## config.mk

```make
export PLATFORM = sky130hd
export DESIGN_NAME = mexp_skid
export DESIGN_NICKNAME = d
export VERILOG_FILES = /design/src/rtl/mexp_pkg.sv /design/src/rtl/mexp_skid.sv
export SDC_FILE = /design/constraint.sdc
export NUM_CORES = 1
export LEC_CHECK = 0
export ABC_AREA = 1
export BUFFER_PORTS_ARGS = -buffer_cell sky130_fd_sc_hd__buf_2
export CAP_MARGIN = 10
export CORE_ASPECT_RATIO = 1.75
export CORE_MARGIN = 10
export CORE_UTILIZATION = 53
export CTS_BUF_LIST = sky130_fd_sc_hd__clkbuf_4 sky130_fd_sc_hd__clkbuf_8
export DETAILED_ROUTE_END_ITERATION = 8
export PLACE_DENSITY = 0.88
export SLEW_MARGIN = 20
export SYNTH_ARGS = -nofsm -noshare
export SYNTH_HDL_FRONTEND = slang
export SYNTH_SLANG_ARGS = --single-unit
export TNS_END_PERCENT = 50
```

## constraint.sdc

```tcl
create_clock -name clk -period 3.13 [get_ports clk]
set_clock_uncertainty 0.15 [all_clocks]
set_input_delay 0.626 -clock clk [delete_from_list [all_inputs] [get_ports clk]]
set_output_delay 0.626 -clock clk [all_outputs]
set_load 0.02 [all_outputs]
```

## src/rtl/mexp_pkg.sv

```systemverilog
`timescale 1ns / 1ps

package mexp_pkg;

    // configuration port geometry
    localparam int CFG_DATA_W = 32;
    localparam int CFG_ADDR_W = 3;

    // register select, taken from paddr[2] (word addresses 0x0 and 0x4)
    localparam logic REG_IDX_MODULUS  = 1'b0;
    localparam logic REG_IDX_EXPONENT = 1'b1;

endpackage

```

## src/rtl/mexp_skid.sv

```systemverilog
`timescale 1ns / 1ps

module mexp_skid
    import mexp_pkg::*;
#(
    parameter int DATA_W = 16
)
(
    input  logic              clk,
    input  logic              rst_n,
    input  logic              in_valid,
    input  logic [DATA_W-1:0] in_data,
    output logic              in_ready,
    output logic              out_valid,
    input  logic              out_ready,
    output logic [DATA_W-1:0] out_data
);

    logic              out_valid_reg;
    logic [DATA_W-1:0] out_data_reg;
    logic              skid_valid_reg;
    logic [DATA_W-1:0] skid_data_reg;

    assign in_ready = !skid_valid_reg;

    // output register plus one spare entry for a result arriving during a stall
    always_ff @(posedge clk or negedge rst_n)
    begin
        if (!rst_n)
        begin
            out_valid_reg  <= 1'b0;
            skid_valid_reg <= 1'b0;
        end
        else if (in_valid && in_ready)
        begin
            if (!out_valid_reg || out_ready)
            begin
                out_valid_reg <= 1'b1;
            end
            else
            begin
                skid_valid_reg <= 1'b1;
            end
        end
        else if (out_valid_reg && out_ready)
        begin
            out_valid_reg  <= skid_valid_reg;
            skid_valid_reg <= 1'b0;
        end
    end

    // payload
    always_ff @(posedge clk)
    begin
        if (in_valid && in_ready)
        begin
            if (!out_valid_reg || out_ready)
            begin
                out_data_reg <= in_data;
            end
            else
            begin
                skid_data_reg <= in_data;
            end
        end
        else if (out_valid_reg && out_ready && skid_valid_reg)
        begin
            out_data_reg <= skid_data_reg;
        end
    end

    assign out_valid = out_valid_reg;
    assign out_data  = out_data_reg;

endmodule

```

* Word level (Yosys, flattened, before mapping)
Cells that the tools add are included.
** Operators by class
- Eq/ne operators :: 2
- Multiplexer cells :: 9
- Bitwise operators :: 1
- Reductions and logical operators :: 12
** Operators with widths (number)
- $mux W16 :: 3
- $reduce_and A2 Y1 :: 4
- $mux W1 :: 6
- $reduce_bool A2 Y1 :: 2
- $logic_and A1 B1 Y1 :: 3
- $logic_not A1 Y1 :: 2
- $ne A2 B1 Y1 const B :: 1
- $ne A2 B2 Y1 const B :: 1
- $logic_or A1 B1 Y1 :: 1
- $not A1 Y1 :: 1
** Word-level totals
- Flip-flop bits (word level) :: 34
- Input port bits :: 20

* Depth between registers and ports, before layout
- Depth after elaboration :: 4
- Gate-level depth with buffers :: 5
- Depth with buffers taken out :: 4

* Worst setup path after synthesis
OpenSTA, ideal clock, no wires.
- Path type :: input to register
- Start point :: in in_valid
- End point :: reg out_data_reg[0] (netlist: out_data[0]), enable pin
- Data arrival time :: 2.074 ns
- Required time :: 2.608 ns
- Path slack :: 0.534 ns
- Cell stages on the path :: 4
- Buffers on the path :: 1
- Cell sequence :: buf_4 nand2_4 nor2_1 nor2_1
** Between the ends
- Word-level cells in the longest chain between the ends :: 3
- Elaborated cells on any way between the ends :: 4
- Those cells by class :: eq/ne (1); reduce/logical (3)
** RTL lines
- start, declared :: line mexp_skid.sv:11 : input logic in_valid,
- $logic_and A1 B1 Y1 (*) :: line mexp_skid.sv:55 : if (in_valid && in_ready)
- $ne A2 B1 Y1 (no line) or $reduce_bool A2 Y1 (tied branches)
- $reduce_and A2 Y1 (no line) (*)
- end signal, assigned :: line mexp_skid.sv:59 : out_data_reg <= in_data;
- end signal, assigned :: line mexp_skid.sv:68 : out_data_reg <= skid_data_reg;
- end, declared :: line mexp_skid.sv:20 : logic [DATA_W-1:0] out_data_reg;
Every way passes the cells marked *; elsewhere a longest branch is shown, timed or not.
A chain may end at the register's enable or synchronous reset.

* Worst setup path in the final report
- Start point :: in in_valid
- End point :: reg out_data_reg[4] (netlist: out_data[4]), enable pin
Same word-level chain as after synthesis.

==> out/metrics.csv <==
metric,value,unit
endpoints failing setup,0,
max_cap viols,0,
Synth top area share,0.724,
Die W,57.8,um
initial antenna violation count,0,
CTS resizes,0,
Ports,38,
Final Routed Wirelength,2.61,mm
met2 Track Usage GR,0.196,
WHS Endpoint,out_data[15],
CTS H-tree depth,2,
hold_ws,0.361,ns
slew margin rel.,0.514,
syn_nets,123,
CTS tree,done,
crit path max fanout,19,
R2R depth,4,
Synth area leader,edfxtp_1,
distinct cell type count after synthesis,10,
crit-path most repeated cell,nand2_1,
Pins Over Slew Limit,0,
critical path endpoint category,flop,
Detailed Place HPWL,2.00,mm
"Reg clk slew, reported paths",0.07,ns
port bufs,37,
Hold Crit Class,flop to flop,
first-pass GRT wire length,4.37,mm
area grow syn2layout,22.4,%
met1 Track Usage GR,0.107,
top-count cell post-synth,nand2_1,
Final WS setup,1.16,ns
WL/cell,15.2,um
min Tclk post-route,1.97,ns
"EDFF count, synth",32,
family with the most delay on the worst path,simple AND/OR/NAND/NOR gates,
PD cells,860,nW/um^2
Reg2Reg Setup Slack,1.21,ns
Antenna Nets Post-Route,0,
Critical Path RT,2.90,ns
drt initial violations,33,
sequential cell area fraction in the yosys report,0.762,
Reg-to-Reg End,out_data[4],
pre-CTS setup slack,0.518,ns
outcome,"complete, no violations",
Crit Reg-Reg Startpoint,skid_valid_reg,
setup_tns,0,ns
most frequent cells after synthesis,"41 x nand2_1, 32 x edfxtp_1, 16 x nand3_1, 3 x buf_6, 3 x inv_1",
"slowest stage cell, crit path",nor2_2,
TritonCTS Buffers,5,
Site Rows,24,
root buf cell,clkbuf_8,
Final Cycle Share,0.631,
worst-path cell chain,buf_2 > inv_1 > nand2_1 > nand2_1 > nor2_2,
total clock sinks,34,
drt drc,0,
layout cells sized above 1,0.338,
max incr delay on CP,0.57,ns
DRT Pass-1 Iters,4,
largest net degree at the start of global routing,21,
syn avg cell area,12.9,sq um
worst vdd ir,0.588,mV
CP Data Arrival Time,1.74,ns
Total Routing Usage GR,0.116,
vias in the first global route,951,
ranking of synthesized cells by area,"edfxtp_1 72%, nand2_1 12%, nand3_1 6.0%",
Buf/Inv on CP,2,
Starting Density,0.546,
Vias per Instance,5.17,
largest buffer count on any clock path,2,
met3 Usage GRT,0.0615,
Post-CTS Setup Repair Bufs,0,
Antenna diodes,0,
CORE AREA,2430,sq um
Synth Warn #,0,
top_reg_cell synth,edfxtp_1,
FILL cells,193,
grt total ovfl,0,
Syn Inst Count,103,
Async SR Flop Fraction,0.0588,
NumNets Final,164,
crit path launch type,input pin,
synthesized area,1330,sq um
crit path kind,input pin to flop,
RD Place Congestion,0.864,
Die H,86.2,um
Worst-Skew Late Latency,0.29,ns
Die Area,4990,sq um
min-delay src,skid_data_reg[15],
fmax,0.507,GHz
"flops & latches, synth",34,
hold path depth,2,
RSZ-0062 raised after global routing,false,
Final Hold Viols,0,
via count,884,
grt peak-use layer,met2,
leakage,0.736,nW
worst slew pin tran,0.728,ns
==> final cells by class <==
| cell class | count | area (sq um) | share of cell area |
|---|---|---|---|
| tap | 26 | 32.5 | 0.0200 |
| clock inverter | 3 | 40.0 | 0.0246 |
| multi-input combinational | 60 | 255 | 0.157 |
| inverter | 4 | 15.0 | 0.00924 |
| sequential | 34 | 1010 | 0.622 |
| timing repair buffer | 39 | 203 | 0.125 |
| clock buffer | 5 | 68.8 | 0.0423 |
==> what timing repair did <==
item | 4_1_cts | 5_1_grt
endpoints found under the setup margin | 0 | 0
hold buffers | 1 | 0
hold endpoints to repair | 2 | 0
==> routing by layer <==
layer,vias up,wire length (um)
met4,0,64
met3,5,212
li1,431,-
met5,-,0
met1,408,924
met2,40,1400
==> worst reg2reg max path, stage by stage, from the launching register on <==
cell	delay, ns
dfrtp_1	0.37
inv_2	0.15
nand2_4	0.20
nor2_1	0.10
nor2_2	0.59
==> worst max-delay path by stage <==
stage	start	to	depth (start not counted)
6_report	in_valid	out_data[4]	5
3_5_place_dp	in_valid	out_data[8]	4
5_1_grt	in_valid	out_data[7]	5
4_1_cts	in_valid	out_data[7]	4
2_1_floorplan	in_valid	out_data[0]	4
3_3_place_gp	in_valid	out_data[5]	4
==> logic make-up (layout without fill, tap and decap cells) <==
kind of cell	Yosys count	in the layout	synth area share
buffers and inverters	9	51	0.0481
DFF	34	34	0.762
and+or+nand+nor	60	60	0.190
==> where the power goes <==
group | leakage (nW) | switching (mW) | internal [mW] | total, mW
combinational | 0.351 | 0.260 | 0.0957 | 0.356
sequential | 0.327 | 0.0277 | 0.631 | 0.659
clock | 0.0579 | 0.150 | 0.234 | 0.384
==> per-stage QoR <==
| step | total power [mW] | std cells | instance area (sq um) | utilization |
|---|---|---|---|---|
| 5_1_grt | 1.48 | 171 | 1630 | 0.668 |
| 6_report | 1.40 | 171 | 1630 | 0.668 |
| 2_1_floorplan | 0.926 | 103 | 1330 | - |
| 3_5_place_dp | 1.03 | 162 | 1500 | 0.618 |
| 4_1_cts | 1.41 | 171 | 1620 | 0.667 |
| 3_3_place_gp | 1.01 | 162 | 1500 | 0.618 |
==> cells in the final DEF, fill, tap and decap left out, drive strengths merged <==
cell / count
buf: 38
bufinv: 1
clkbuf: 5
clkinv: 2
dfrtp: 2
dlygate4sd3: 1
edfxtp: 32
inv: 4
nand2: 42
nand3: 16
nor2: 2
(Power assumes the default switching activity.)
