===== src/rtl/mexp_pkg.sv =====
`timescale 1ns / 1ps

package mexp_pkg;

    // configuration port geometry
    localparam int CFG_DATA_W = 32;
    localparam int CFG_ADDR_W = 3;

    // register select, taken from paddr[2] (word addresses 0x0 and 0x4)
    localparam logic REG_IDX_MODULUS  = 1'b0;
    localparam logic REG_IDX_EXPONENT = 1'b1;

endpackage


===== src/rtl/mexp_red_cell.sv =====
`timescale 1ns / 1ps

module mexp_red_cell
    import mexp_pkg::*;
#(
    parameter int VALUE_WIDTH = 16
)
(
    input  logic                   clk,
    input  logic                   rst_n,
    input  logic                   en,
    input  logic [VALUE_WIDTH:0]   m,
    input  logic                   in_valid,
    input  logic [VALUE_WIDTH-1:0] in_rem,
    input  logic [VALUE_WIDTH-1:0] in_base,
    output logic                   out_valid,
    output logic [VALUE_WIDTH-1:0] out_rem,
    output logic [VALUE_WIDTH-1:0] out_base
);

    logic                   valid_reg;
    logic [VALUE_WIDTH-1:0] rem_reg;
    logic [VALUE_WIDTH-1:0] base_reg;
    logic [VALUE_WIDTH-1:0] rem_next;
    logic [VALUE_WIDTH-1:0] base_next;
    logic [VALUE_WIDTH:0]   shifted;
    logic [VALUE_WIDTH+1:0] diff;

    // one restoring division step: bring in the next base bit, subtract m if it fits
    always_comb
    begin
        shifted   = {in_rem, in_base[VALUE_WIDTH-1]};
        diff      = {1'b0, shifted} - {1'b0, m};
        rem_next  = diff[VALUE_WIDTH+1] ? shifted[VALUE_WIDTH-1:0] : diff[VALUE_WIDTH-1:0];
        base_next = {in_base[VALUE_WIDTH-2:0], 1'b0};
    end

    // valid bit
    always_ff @(posedge clk or negedge rst_n)
    begin
        if (!rst_n)
        begin
            valid_reg <= 1'b0;
        end
        else if (en)
        begin
            valid_reg <= in_valid;
        end
    end

    // payload
    always_ff @(posedge clk)
    begin
        if (en)
        begin
            rem_reg  <= rem_next;
            base_reg <= base_next;
        end
    end

    assign out_valid = valid_reg;
    assign out_rem   = rem_reg;
    assign out_base  = base_reg;

endmodule


===== config.mk =====
export PLATFORM = sky130hd
export DESIGN_NAME = mexp_red_cell
export DESIGN_NICKNAME = d
export VERILOG_FILES = /design/src/rtl/mexp_pkg.sv /design/src/rtl/mexp_red_cell.sv
export SDC_FILE = /design/constraint.sdc
export NUM_CORES = 1
export LEC_CHECK = 0
export BUFFER_PORTS_ARGS = -buffer_cell sky130_fd_sc_hd__buf_4
export CORE_AREA = 2 2 61 77
export DETAILED_ROUTE_END_ITERATION = 8
export DIE_AREA = 0 0 63 79
export PLACE_DENSITY = 0.85
export SLEW_MARGIN = 20
export SYNTH_ARGS = -nofsm -noshare
export SYNTH_HDL_FRONTEND = slang
export SYNTH_SLANG_ARGS = --single-unit

===== constraint.sdc =====
create_clock -name clk -period 1.5 [get_ports clk]
set_clock_uncertainty 0.1 [all_clocks]
set_input_delay 0.3 -clock clk [delete_from_list [all_inputs] [get_ports clk]]
set_output_delay 0.3 -clock clk [all_outputs]
set_load 0.005 [all_outputs]

Word-level counts from Yosys, hierarchy flattened. Index checks and enable logic that the tools add are counted.

Memories kept: 0. ROM bits: 0. RAM bits: 0. Register bits after elaboration: 32. Bits in latches: 0. Output and inout bits: 33.

Magnitude comparators: 0. $add $sub $neg: 1. Shift operators: 0. Bitwise logic cells: 0. Reductions and logical operators: 0. Multipliers: 0. Equality and inequality tests: 0. Divide/modulo/power cells: 0. Multiplexer cells: 1.

Operators with widths (number): subtractor 17 x 17 -> 18 bit (1); two-way mux 16 bit (1).

Depth between registers and ports, before layout.
Depth after elaboration: 2. Gate-level depth with buffers: 11. Mapped depth without buffers: 9.

Worst setup path before layout. No wires, ideal clock.

Kind: in2reg. From: input m[14]. To: register rem_reg[14], in the netlist out_rem[14] (data pin). Stages: 11. Path buffers: 3. Arrival: 2297 ps. Setup time: 260 ps. Required time: 1140 ps. Path slack: -1157 ps. Path through: inv_1 > ha_1 > buf_2 > a21o_1 > a21o_1 > a21o_1 > a2111oi_4 > or2_1 > buf_6 > buf_8 > mux2_4.

Cells in the longest elaborated chain, start to end: 2.

Ends and longest elaborated chain: start, declared (line mexp_red_cell.sv:12) `input logic [VALUE_WIDTH:0] m,`; subtractor 17 x 17 -> 18 bit (line mexp_red_cell.sv:33) `diff = {1'b0, shifted} - {1'b0, m};`; two-way mux 16 bit (line mexp_red_cell.sv:34) `rem_next = diff[VALUE_WIDTH+1] ? shifted[VALUE_WIDTH-1:0] : diff[VALUE_WIDTH-1:0];`; net rem_next[14] (line mexp_red_cell.sv:24) `logic [VALUE_WIDTH-1:0] rem_next;`; end signal, assigned (line mexp_red_cell.sv:56) `rem_reg <= rem_next;`; end, declared (line mexp_red_cell.sv:22) `logic [VALUE_WIDTH-1:0] rem_reg;`.

The timed path passes the listed nets, and every way through them passes these cells. A chain may end at the register's enable or synchronous reset.

Worst setup path in the final report.
From: input m[8]. To: register rem_reg[9], in the netlist out_rem[9] (data pin).

The elaborated chain is that of the path after synthesis.

==> impl_metrics.env <==
export IMPL_leakagePower_uw=0.001885
export IMPL_antenna_found_initial=0
export IMPL_synth_top_cell_area_share_pct=43.36
export IMPL_dieWidth_um=63
export IMPL_p_clk_share_pct=23.9
export IMPL_period_needed_ns=2.388
export IMPL_holdWs_ns=0.06970
export IMPL_pre_cts_slack_ns=-1.300
export IMPL_synth_nets=267
export IMPL_ir_worst_vdd_mv=0.5230
export IMPL_violations="setup timing"
export IMPL_finalHoldViolations=0
export IMPL_vias_per_cell=6.712
export IMPL_syn_area_um2=2147
export IMPL_worstPathArrival_ns=2.35
export IMPL_dieArea_um2=4977
export IMPL_seqPwrFrac_pct=31.3
export IMPL_cp_end_kind="flop"
export IMPL_grt_pass1_vias=2590
export IMPL_place_congestion=0.8831
export IMPL_ys_warn_count=0
export IMPL_ant_nets=0
export IMPL_fin_ws_ns=-0.8878
export IMPL_cts_root_buffer="clkbuf_8"
export IMPL_multi_input_area_um2=1453
export IMPL_worstPathMaxFanout=5
export IMPL_numCtsBuffers=5
export IMPL_grt_ovfl_total=0
export IMPL_cpMostUsedCell="buf_4"
export IMPL_drcViolationCount=0
export IMPL_firstDrtPassIters=5
export IMPL_regArea_um2=955.9
export IMPL_slew_headroom_pct=57.59
export IMPL_synth_area_leaders="edfxtp_1 (43%), ha_1 (9.9%), o21ai_0 (4.2%)"
export IMPL_synth_enable_flop_cells=31
export IMPL_worst_pin_slew_ns=0.6338
export IMPL_cellPowerDensity_nw_per_um2=891.0
export IMPL_synth_cells=196
export IMPL_die_y_um=79
export IMPL_worst_path_max_delay_cell="ha_4"
export IMPL_clk_path_buf_depth=2
export IMPL_max_freq_ghz=0.4188
export IMPL_syn_to_final_growth_pct=91.14
export IMPL_ios=86
export IMPL_row_count=27
export IMPL_clkLatencyLatePin_ns=0.29
export IMPL_routed_wl_um=12290
export IMPL_syn_mean_instance_area_um2=10.95
export IMPL_cp_start_kind="input pin"
export IMPL_intPower_uw=2436
export IMPL_p_sw_uw=1221
export IMPL_clk_pin_slew_ns=0.09
export IMPL_drive_gt1_share_pct=63.71
export IMPL_yosysSeqAreaShare_pct=44.52
export IMPL_fin_nets=442
export IMPL_n_fill_cell=100
export IMPL_grt_use_total_pct=40.11
export IMPL_setup_violations=16
export IMPL_synth_largest_area_cell="edfxtp_1"
export IMPL_grt_start_max_net_pins=15
export IMPL_crit_path_cell_trace="buf_4 -> inv_2 -> ha_4 -> nand2_2 -> buf_4 -> buf_4 -> buf_4 -> buf_4 -> buf_4 -> buf_4 -> buf_4 -> o21ai_0 -> xnor2_1 -> mux2_4"
export IMPL_period_share_pct=159.2
export IMPL_start_util_pct=50.04
export IMPL_cpPeakStageDelay_ns=0.30
export IMPL_grt_pass1_wl_um=14630
export IMPL_core_area_um2=4290
export IMPL_cts_tree="built"
export IMPL_rsz0062_at_grt="yes"
export IMPL_diodes=0
export IMPL_p_comb_share_pct=44.8
export IMPL_ys_seq_elements=32
export IMPL_ys_types=47
export IMPL_min_path_type="input pin to flop"
export IMPL_switching_share_pct=33.38
export IMPL_drv_cap=0
export IMPL_first_iter_violations=450
export IMPL_wire_per_inst_um=28.58
export IMPL_dp_hpwl_um=4763
export IMPL_critPathKind="input pin to flop"
export IMPL_port_buffers=84
export IMPL_finalMaxSlewViolations=0
export IMPL_vias=2886
export IMPL_status="finished, violations left"
export IMPL_async_flop_share_pct=3.125
export IMPL_synthFlopType="edfxtp_1"
export IMPL_cts_sinks=32
export IMPL_cp_required_ns=1.47
export IMPL_htree_levels=2
==> logic make-up (layout without fill, tap and decap cells) <==
family | Yosys count | in the layout | share of synthesized area (%)
AO/OA/AOI/OAI | 65 | 65 | 22.61
XOR/XNOR | 7 | 7 | 2.856
adder cells (fa/ha/maj) | 18 | 18 | 10.84
buffers and inverters | 25 | 201 | 5.536
flip-flops | 32 | 32 | 44.52
multiplexers | 8 | 8 | 4.371
other | 1 | 1 | 0.1747
AND/OR/NAND/NOR | 40 | 40 | 9.092
==> Yosys cell counts (all sizes together) (2+ instances only) <==
master,instances
o21a,6
and3,2
o21ai,18
or2,2
nand3,3
nand2,11
a2111oi,2
nor3,3
a211oi,5
a21o,7
a22o,2
inv,20
o31a,2
xnor2,3
edfxtp,31
nor2b,3
o31ai,5
xor2,4
buf,5
nor2,10
ha,17
mux2,8
a21oi,11
==> layer usage <==
metal	vias up	global-route usage, %	wire length (um)
met2	341	70.96	5852
met1	1337	44.16	3855
met4	0	25.56	1181
met3	121	7.082	1399
li1	1087	-	-
met5	-	0	0
==> per-stage QoR <==
step | setup TNS (ns) | util (%) | instances | cell area, um2 | total power, uW
after global placement | -17.26 | 79.06 | 394 | 3392 | 2171
after CTS | -10.23 | 91.08 | 422 | 3908 | 3247
after detailed placement | -18.15 | 79.06 | 394 | 3392 | 2213
after global routing | -12.72 | 95.65 | 430 | 4104 | 3696
final | -12.54 | 95.65 | 430 | 4104 | 3656
after floorplan | -15.33 | - | 196 | 2256 | 1642
==> worst max-delay path, delay by kind of cell <==
kind                     cells  cell delay, ns
AO/OA/AOI/OAI                1            0.27
XOR/XNOR                     1            0.13
adder cells (fa/ha/maj)      1            0.30
buffers and inverters        9            0.99
multiplexers                 1            0.28
AND/OR/NAND/NOR              1            0.09
==> power groups by stage <==
stage                     registers [uW]  clock network [uW]  logic [uW]
after global routing                1150                 887        1660
after global placement              1150                   0        1030
after floorplan                     1160                   0         484
final                               1150                 875        1640
after CTS                           1130                 818        1300
after detailed placement            1150                   0        1070
==> state kept, by name (all words and copies together) (netlist names) <==
signal	cells
out_rem	16
out_base	15
out_valid	1
==> layout make-up <==
class,instances,share of cell area (%)
Sequential cell,32,23.29
Clock buffer,5,1.677
Tap cell,58,1.768
Clock inverter,3,0.9146
Inverter,20,2.317
Timing Repair Buffer,173,34.63
Multi-Input combinational cell,139,35.40
==> timing repair <==
action / in CTS / in global routing
endpoints found under the hold margin: 1 / 0
resized for setup: 58 / 29
pin swaps: 24 / 12
setup buffers: 18 / 8
gates cloned: 1 / 0
setup endpoints to repair: 16 / 16
hold buffers: 1 / 0
==> path summary, 6_finish.rpt <==
path	start	end	slack, ns	depth (start not counted)
max in group asynchronous	rst_n	out_valid	0.98	2
worst min register to register	out_valid	out_valid	0.45	1
worst max-delay path	m[8]	out_rem[9]	-0.89	14
worst max register to register	out_valid	out_valid	0.63	1
worst min-delay path	in_base[1]	out_base[2]	0.07	1
min in group asynchronous	rst_n	out_valid	0.24	2
==> layout by cell type (no fill, tap or decap), types with 5 or more instances in the layout <==
cell | netlist | routed
o21a_1 | 6 | 5
a21oi_1 | 11 | 7
nand2_1 | 11 | 9
ha_4 | 0 | 11
edfxtp_1 | 31 | 31
inv_1 | 20 | 13
ha_1 | 17 | 6
buf_6 | 1 | 10
o21ai_0 | 18 | 10
buf_8 | 1 | 5
clkbuf_8 | 0 | 5
a21o_1 | 7 | 7
nor2_1 | 10 | 8
mux2_4 | 1 | 7
buf_4 | 1 | 154
Note: power is estimated with default switching activity, not from simulation.
