### config.mk
export PLATFORM = sky130hd
export DESIGN_NAME = mexp_mul_cell
export DESIGN_NICKNAME = d
export VERILOG_FILES = /design/src/rtl/mexp_pkg.sv /design/src/rtl/mexp_mul_cell.sv
export SDC_FILE = /design/constraint.sdc
export NUM_CORES = 1
export LEC_CHECK = 0
export BUFFER_PORTS_ARGS = -buffer_cell sky130_fd_sc_hd__buf_2
export CAP_MARGIN = 20
export CORE_MARGIN = 1.5
export CORE_UTILIZATION = 57
export DETAILED_ROUTE_END_ITERATION = 7
export PLACE_DENSITY = 0.83
export SYNTH_ARGS = -nofsm -noshare
export SYNTH_HDL_FRONTEND = slang
export SYNTH_SLANG_ARGS = --single-unit
### constraint.sdc
create_clock -name clk -period 0.9 [get_ports clk]
set_input_delay 0.18 -clock clk [delete_from_list [all_inputs] [get_ports clk]]
set_output_delay 0.18 -clock clk [all_outputs]
set_load 0.05 [all_outputs]
### src/rtl/mexp_pkg.sv
`timescale 1ns / 1ps

package mexp_pkg;

    // configuration port geometry
    localparam int CFG_DATA_W = 32;
    localparam int CFG_ADDR_W = 3;

    // register select, taken from paddr[2] (word addresses 0x0 and 0x4)
    localparam logic REG_IDX_MODULUS  = 1'b0;
    localparam logic REG_IDX_EXPONENT = 1'b1;

endpackage

### src/rtl/mexp_mul_cell.sv
`timescale 1ns / 1ps

module mexp_mul_cell
    import mexp_pkg::*;
#(
    parameter int VALUE_WIDTH = 16,
    parameter int STEP        = 0
)
(
    input  logic                   clk,
    input  logic                   rst_n,
    input  logic                   en,
    input  logic [VALUE_WIDTH:0]   m,
    input  logic                   ebit,
    input  logic                   in_valid,
    input  logic [VALUE_WIDTH-1:0] in_acc,
    input  logic [VALUE_WIDTH-1:0] in_sq,
    input  logic [VALUE_WIDTH-1:0] in_pa,
    input  logic [VALUE_WIDTH-1:0] in_ps,
    output logic                   out_valid,
    output logic [VALUE_WIDTH-1:0] out_acc,
    output logic [VALUE_WIDTH-1:0] out_sq,
    output logic [VALUE_WIDTH-1:0] out_pa,
    output logic [VALUE_WIDTH-1:0] out_ps
);

    localparam int  TW  = VALUE_WIDTH + 3;
    localparam int  BIT = VALUE_WIDTH - 1 - STEP;
    localparam bit  FIN = (STEP == VALUE_WIDTH - 1);

    logic                   valid_reg;
    logic [VALUE_WIDTH-1:0] acc_reg;
    logic [VALUE_WIDTH-1:0] sq_reg;
    logic [VALUE_WIDTH-1:0] pa_reg;
    logic [VALUE_WIDTH-1:0] ps_reg;
    logic [VALUE_WIDTH-1:0] acc_next;
    logic [VALUE_WIDTH-1:0] sq_next;
    logic [VALUE_WIDTH-1:0] pa_next;
    logic [VALUE_WIDTH-1:0] ps_next;

    logic [TW-1:0] m1;
    logic [TW-1:0] m2;
    logic [TW-1:0] ta;
    logic [TW-1:0] ts;
    logic [TW-1:0] da1;
    logic [TW-1:0] da2;
    logic [TW-1:0] ds1;
    logic [TW-1:0] ds2;
    logic [VALUE_WIDTH-1:0] ra;
    logic [VALUE_WIDTH-1:0] rs;

    // interleaved modular multiply step, two lanes: acc*sq and sq*sq
    always_comb
    begin
        m1 = {2'b00, m};
        m2 = {1'b0, m, 1'b0};
        ta = {2'b00, in_pa, 1'b0} + (in_acc[BIT] ? {3'b000, in_sq} : '0);
        ts = {2'b00, in_ps, 1'b0} + (in_sq[BIT]  ? {3'b000, in_sq} : '0);
        da1 = ta - m1;
        da2 = ta - m2;
        ds1 = ts - m1;
        ds2 = ts - m2;

        // partial sum is below 3m, so at most two subtractions of m
        if (!da2[TW-1])
            ra = da2[VALUE_WIDTH-1:0];
        else if (!da1[TW-1])
            ra = da1[VALUE_WIDTH-1:0];
        else
            ra = ta[VALUE_WIDTH-1:0];

        if (!ds2[TW-1])
            rs = ds2[VALUE_WIDTH-1:0];
        else if (!ds1[TW-1])
            rs = ds1[VALUE_WIDTH-1:0];
        else
            rs = ts[VALUE_WIDTH-1:0];

        // last step of an exponent bit: commit products, restart partial sums
        if (FIN)
        begin
            acc_next = ebit ? ra : in_acc;
            sq_next  = rs;
            pa_next  = '0;
            ps_next  = '0;
        end
        else
        begin
            acc_next = in_acc;
            sq_next  = in_sq;
            pa_next  = ra;
            ps_next  = rs;
        end
    end

    // valid bit
    always_ff @(posedge clk or negedge rst_n)
    begin
        if (!rst_n)
        begin
            valid_reg <= 1'b0;
        end
        else if (en)
        begin
            valid_reg <= in_valid;
        end
    end

    // payload
    always_ff @(posedge clk)
    begin
        if (en)
        begin
            acc_reg <= acc_next;
            sq_reg  <= sq_next;
            pa_reg  <= pa_next;
            ps_reg  <= ps_next;
        end
    end

    assign out_valid = valid_reg;
    assign out_acc   = acc_reg;
    assign out_sq    = sq_reg;
    assign out_pa    = pa_reg;
    assign out_ps    = ps_reg;

endmodule

==> results.toml, run 1 <==
[clock_network]
htree_levels = 3
cts_setup_buffers = 48
cts_buffers = 9
ctsHoldBuffers = 13
cts-root-buf = "clkbuf_16"
clockBufferDepth = 2
cts_resized = 267
clkSinkCount = 65

[die]
ios = 151
fp.dieW_microns = 115
rows = 40
initial_utilization_pct = 58.9
die_h_microns = 115

[logic_synthesis]
synthFlopType = "edfxtp_1"
synthTopCellsByCount = "98 x ha_1, 68 x a21oi_1, 64 x edfxtp_1, 48 x inv_1, 48 x nand2_1"
yosysWarningCount = 0
ys_ff_latch = 65
synth_cell_types = 64
synth_edf_count = 64
seq_area_frac_synth_pct = 27.3
synth_area_leaders = "edfxtp_1 27%, ha_1 17%, xnor2_1 5.8%"
synthesis.area_sq_um = 7130
synth_cells = 784
yosysTopAreaCell = "edfxtp_1"
synth_area_per_cell_sq_um = 9.10
async_flop_share_pct = 1.54
synth_most_common_cell = "ha_1"
synthesis.nets = 974
synth_top_area_share_pct = 27.0

[place]
io_buffers = 149
gp_congestion = 0.961
postPlaceCellArea_sq_um = 10500
dpl.hpwl_microns = 21600
place_ws_ps = -3470

[run_status]
error = "[ERROR DPL-0038] Utilization greater than 100%, impossible to legalize"
lastStage = "clock tree synthesis (4_1_cts)"
outcome = "stopped before the end"
per-stage QoR:
step                      TNS (ps)  cells  hold WS, ps
after floorplan             -91540    784         -116
after detailed placement   -108360   1370        -43.1
after global placement     -102800   1370        -45.9
cells by family after synthesis:
family	count (synthesis)	share of synthesized area, %
simple gates	226	16.0
flops	65	27.3
buf+inv	62	3.61
fa+ha+maj	104	18.9
compound gates	230	21.7
mux	32	4.54
xor+xnor	65	7.98
==> inputs of run 2 (changes only) <==
Settings changed: CORE_UTILIZATION 57 to 40, PLACE_DENSITY 0.83 to unset, PLACE_DENSITY_LB_ADDON set to 0.15.
==> run 2 against run 1 <==
Effect of this change: the flow now finishes, with violations (setup timing); area after synthesis unchanged; synthesized cell count stayed put.
==> results.toml, run 2 <==
[grt]
grt_max_degree = 35
grt_pass1_wl_microns = 37900
gr-usage-all-layers_pct = 26.2
antenna_found_initial = 0
grt_pass1_vias = 7868
overflow = 0

[setup_path]
critPathLaunch = "in_sq[1]"
max_stage_delay_ps = 360
r2r-start = "out_valid$_DFFE_PN0P_"
end_kind = "register"
crit_arrival_ps = 3900
cp_slowest_cell = "o22ai_4"
crit_type = "input port to register"
required_ps = 990
worstPathMaxFanout = 8
crit_chain = "buf_6 -> and2_4 -> ha_4 -> inv_4 -> fa_2 -> nor2b_2 -> o31a_1 -> buf_4 -> o21a_1 -> a31oi_2 -> xnor2_2 -> buf_4 -> ha_4 -> a21o_1 -> a21oi_4 -> o21a_1 -> a31oi_4 -> a41o_1 -> o22ai_4 -> buf_6 -> nand2_4 -> mux2i_1"
start_kind = "input port"

[logic_synthesis]
ys_ff_latch = 65
synth_top_area_share_pct = 27.0
yosysTopAreaCell = "edfxtp_1"
synthFlopType = "edfxtp_1"
synth_cells = 784
synth_area_leaders = "edfxtp_1 27%, ha_1 17%, xnor2_1 5.8%"
seq_area_frac_synth_pct = 27.3
synthesis.nets = 974
async_flop_share_pct = 1.54
synth_edf_count = 64
synth_most_common_cell = "ha_1"
synth_cell_types = 64
yosysWarningCount = 0
synth_area_per_cell_sq_um = 9.10
synthesis.area_sq_um = 7130
synthTopCellsByCount = "98 x ha_1, 68 x a21oi_1, 64 x edfxtp_1, 48 x inv_1, 48 x nand2_1"

[routing]
drtIter0Drc = 391
drtAntennaViolNets = 0
drc_errors = 0
post_drt_wl_per_cell_microns = 16.4
drt_wl_total_microns = 24600
via_per_inst = 5.23
dr.pass1.iters = 4
vias = 7857

[die]
fp.dieW_microns = 137
die_h_microns = 137
initial_utilization_pct = 41.1
ios = 151
dieArea_sq_um = 18600
rows = 48
fp.coreArea_sq_um = 17400

[timing]
fmax_mhz = 263
drv_slew = 0
tightest_slew_ps = 402
finalSetupViolCount = 97
slew-limit-headroom_pct = 73.0
fin_crit_sh_pct = 423
rsz0062_at_grt = "yes"
fin_skew_ps = 0
setup_ws_ps = -2900
final-hold-violation-count = 0
min_period_ps = 3800

[pwr]
finalPower_mw = 24.3
p_leak_nw = 5.78
p_per_area_nw_per_um2 = 2000
ir_drop_mv = 1.42

[clock_network]
cts_tree = "yes"
clkSinkCount = 65
clock_latency_ps = 350
htree_levels = 3
clockBufferDepth = 2
cts-root-buf = "clkbuf_16"
cts_buffers = 9
path_clk_slew_ps = 60

[layout]
fin_nets = 1462
nFillCells = 1319
drive_gt1_share_pct = 47.1
mostFrequentLayoutCell = "buf_4"
seq_area_sq_um = 1950
multi_input_area_sq_um = 5570
layout_common_cells = "307 x buf_4, 85 x buf_6, 83 x ha_1"
utilization_pct = 70.1
areaGrowthSynthToFinish_pct = 70.7
diodes = 0

[run_status]
outcome = "finished with violations"
violations = "setup timing"

[place]
gp_congestion = 0.887
dpl.hpwl_microns = 18700
io_buffers = 149

[run]
max_cap_viol_count = 0

[min_path]
min_from = "in_sq[1]"
hp-class = "input port to register"
[run 2: cells by family after synthesis]
logic type	share of synthesized area (%)
XOR/XNOR	7.98
AND/OR/NAND/NOR	16.0
multiplexers	4.54
buffers and inverters	3.61
adder cells (fa/ha/maj)	18.9
flip-flops	27.3
AO/OA/AOI/OAI	21.7
[run 2: path summary, 6_finish.rpt]
| path | to | slack (ps) | cells past startpoint |
|---|---|---|---|
| worst max-delay path | out_pa[0]$_DFFE_PP_ | -2900 | 22 |
| worst min-delay path | out_sq[1]$_DFFE_PP_ | 9 | 1 |
| worst max register to register | out_valid$_DFFE_PN0P_ | 120 | 1 |
| worst min register to register | out_valid$_DFFE_PN0P_ | 530 | 1 |
| max in group asynchronous | out_valid$_DFFE_PN0P_ | 670 | 2 |
| min in group asynchronous | out_valid$_DFFE_PN0P_ | 130 | 2 |
[run 2: layer usage]
layer | global-route usage, % | share of wire, %
met1 | 32.3 | 43
met3 | 3.26 | 3.2
met5 | 0 | 0
met2 | 46.0 | 51
met4 | 10.9 | 3.2
[run 2: final cells by class]
type,instances,share of cell area [%]
Timing Repair Buffer,490,31.8
Tap cell,225,2.31
Sequential cell,65,16.0
Clock inverter,6,0.750
Inverter,48,1.50
Multi-Input combinational cell,658,45.8
Clock buffer,10,1.88
[run 2: through the flow]
step           setup TNS (ps)  cells  hold WS [ps]  worst slack [ps]  cell area, sq um
6_report              -102060   1502          8.92             -2900             12200
5_1_grt               -108290   1502          5.22             -3030             12200
4_1_cts               -100280   1495          1.39             -2850             11900
3_5_place_dp          -105580   1442         -41.2             -3430             10600
3_3_place_gp          -103860   1442         -44.2             -3390             10600
2_1_floorplan          -91540    784          -116             -3090              7420
[run 2: critical path, delay by kind of cell]
family / cells / cell delay, ps
compound gates: 9 / 1990
xor+xnor: 1 / 160
fa+ha+maj: 3 / 570
buf+inv: 5 / 610
mux: 1 / 130
simple gates: 3 / 250
[run 2: timing repair]
item / CTS / global route
cloned: 1 / 1
endpoints found under the hold margin: 12 / 0
gates resized for setup: 192 / 42
pin swaps: 47 / 44
setup endpoints to repair: 97 / 97
buffers inserted: 26 / 8
hold buffers: 12 / 0
[run 2: power by group]
group,switching [mW],total [mW],leakage [nW],internal (mW)
Clock,1.48,3.93,0.157,2.44
Sequential,0.311,4.49,0.637,4.18
Combinational,8.16,15.9,4.98,7.75
Total,9.95,24.3,5.78,14.4
(Power assumes the default switching activity.)
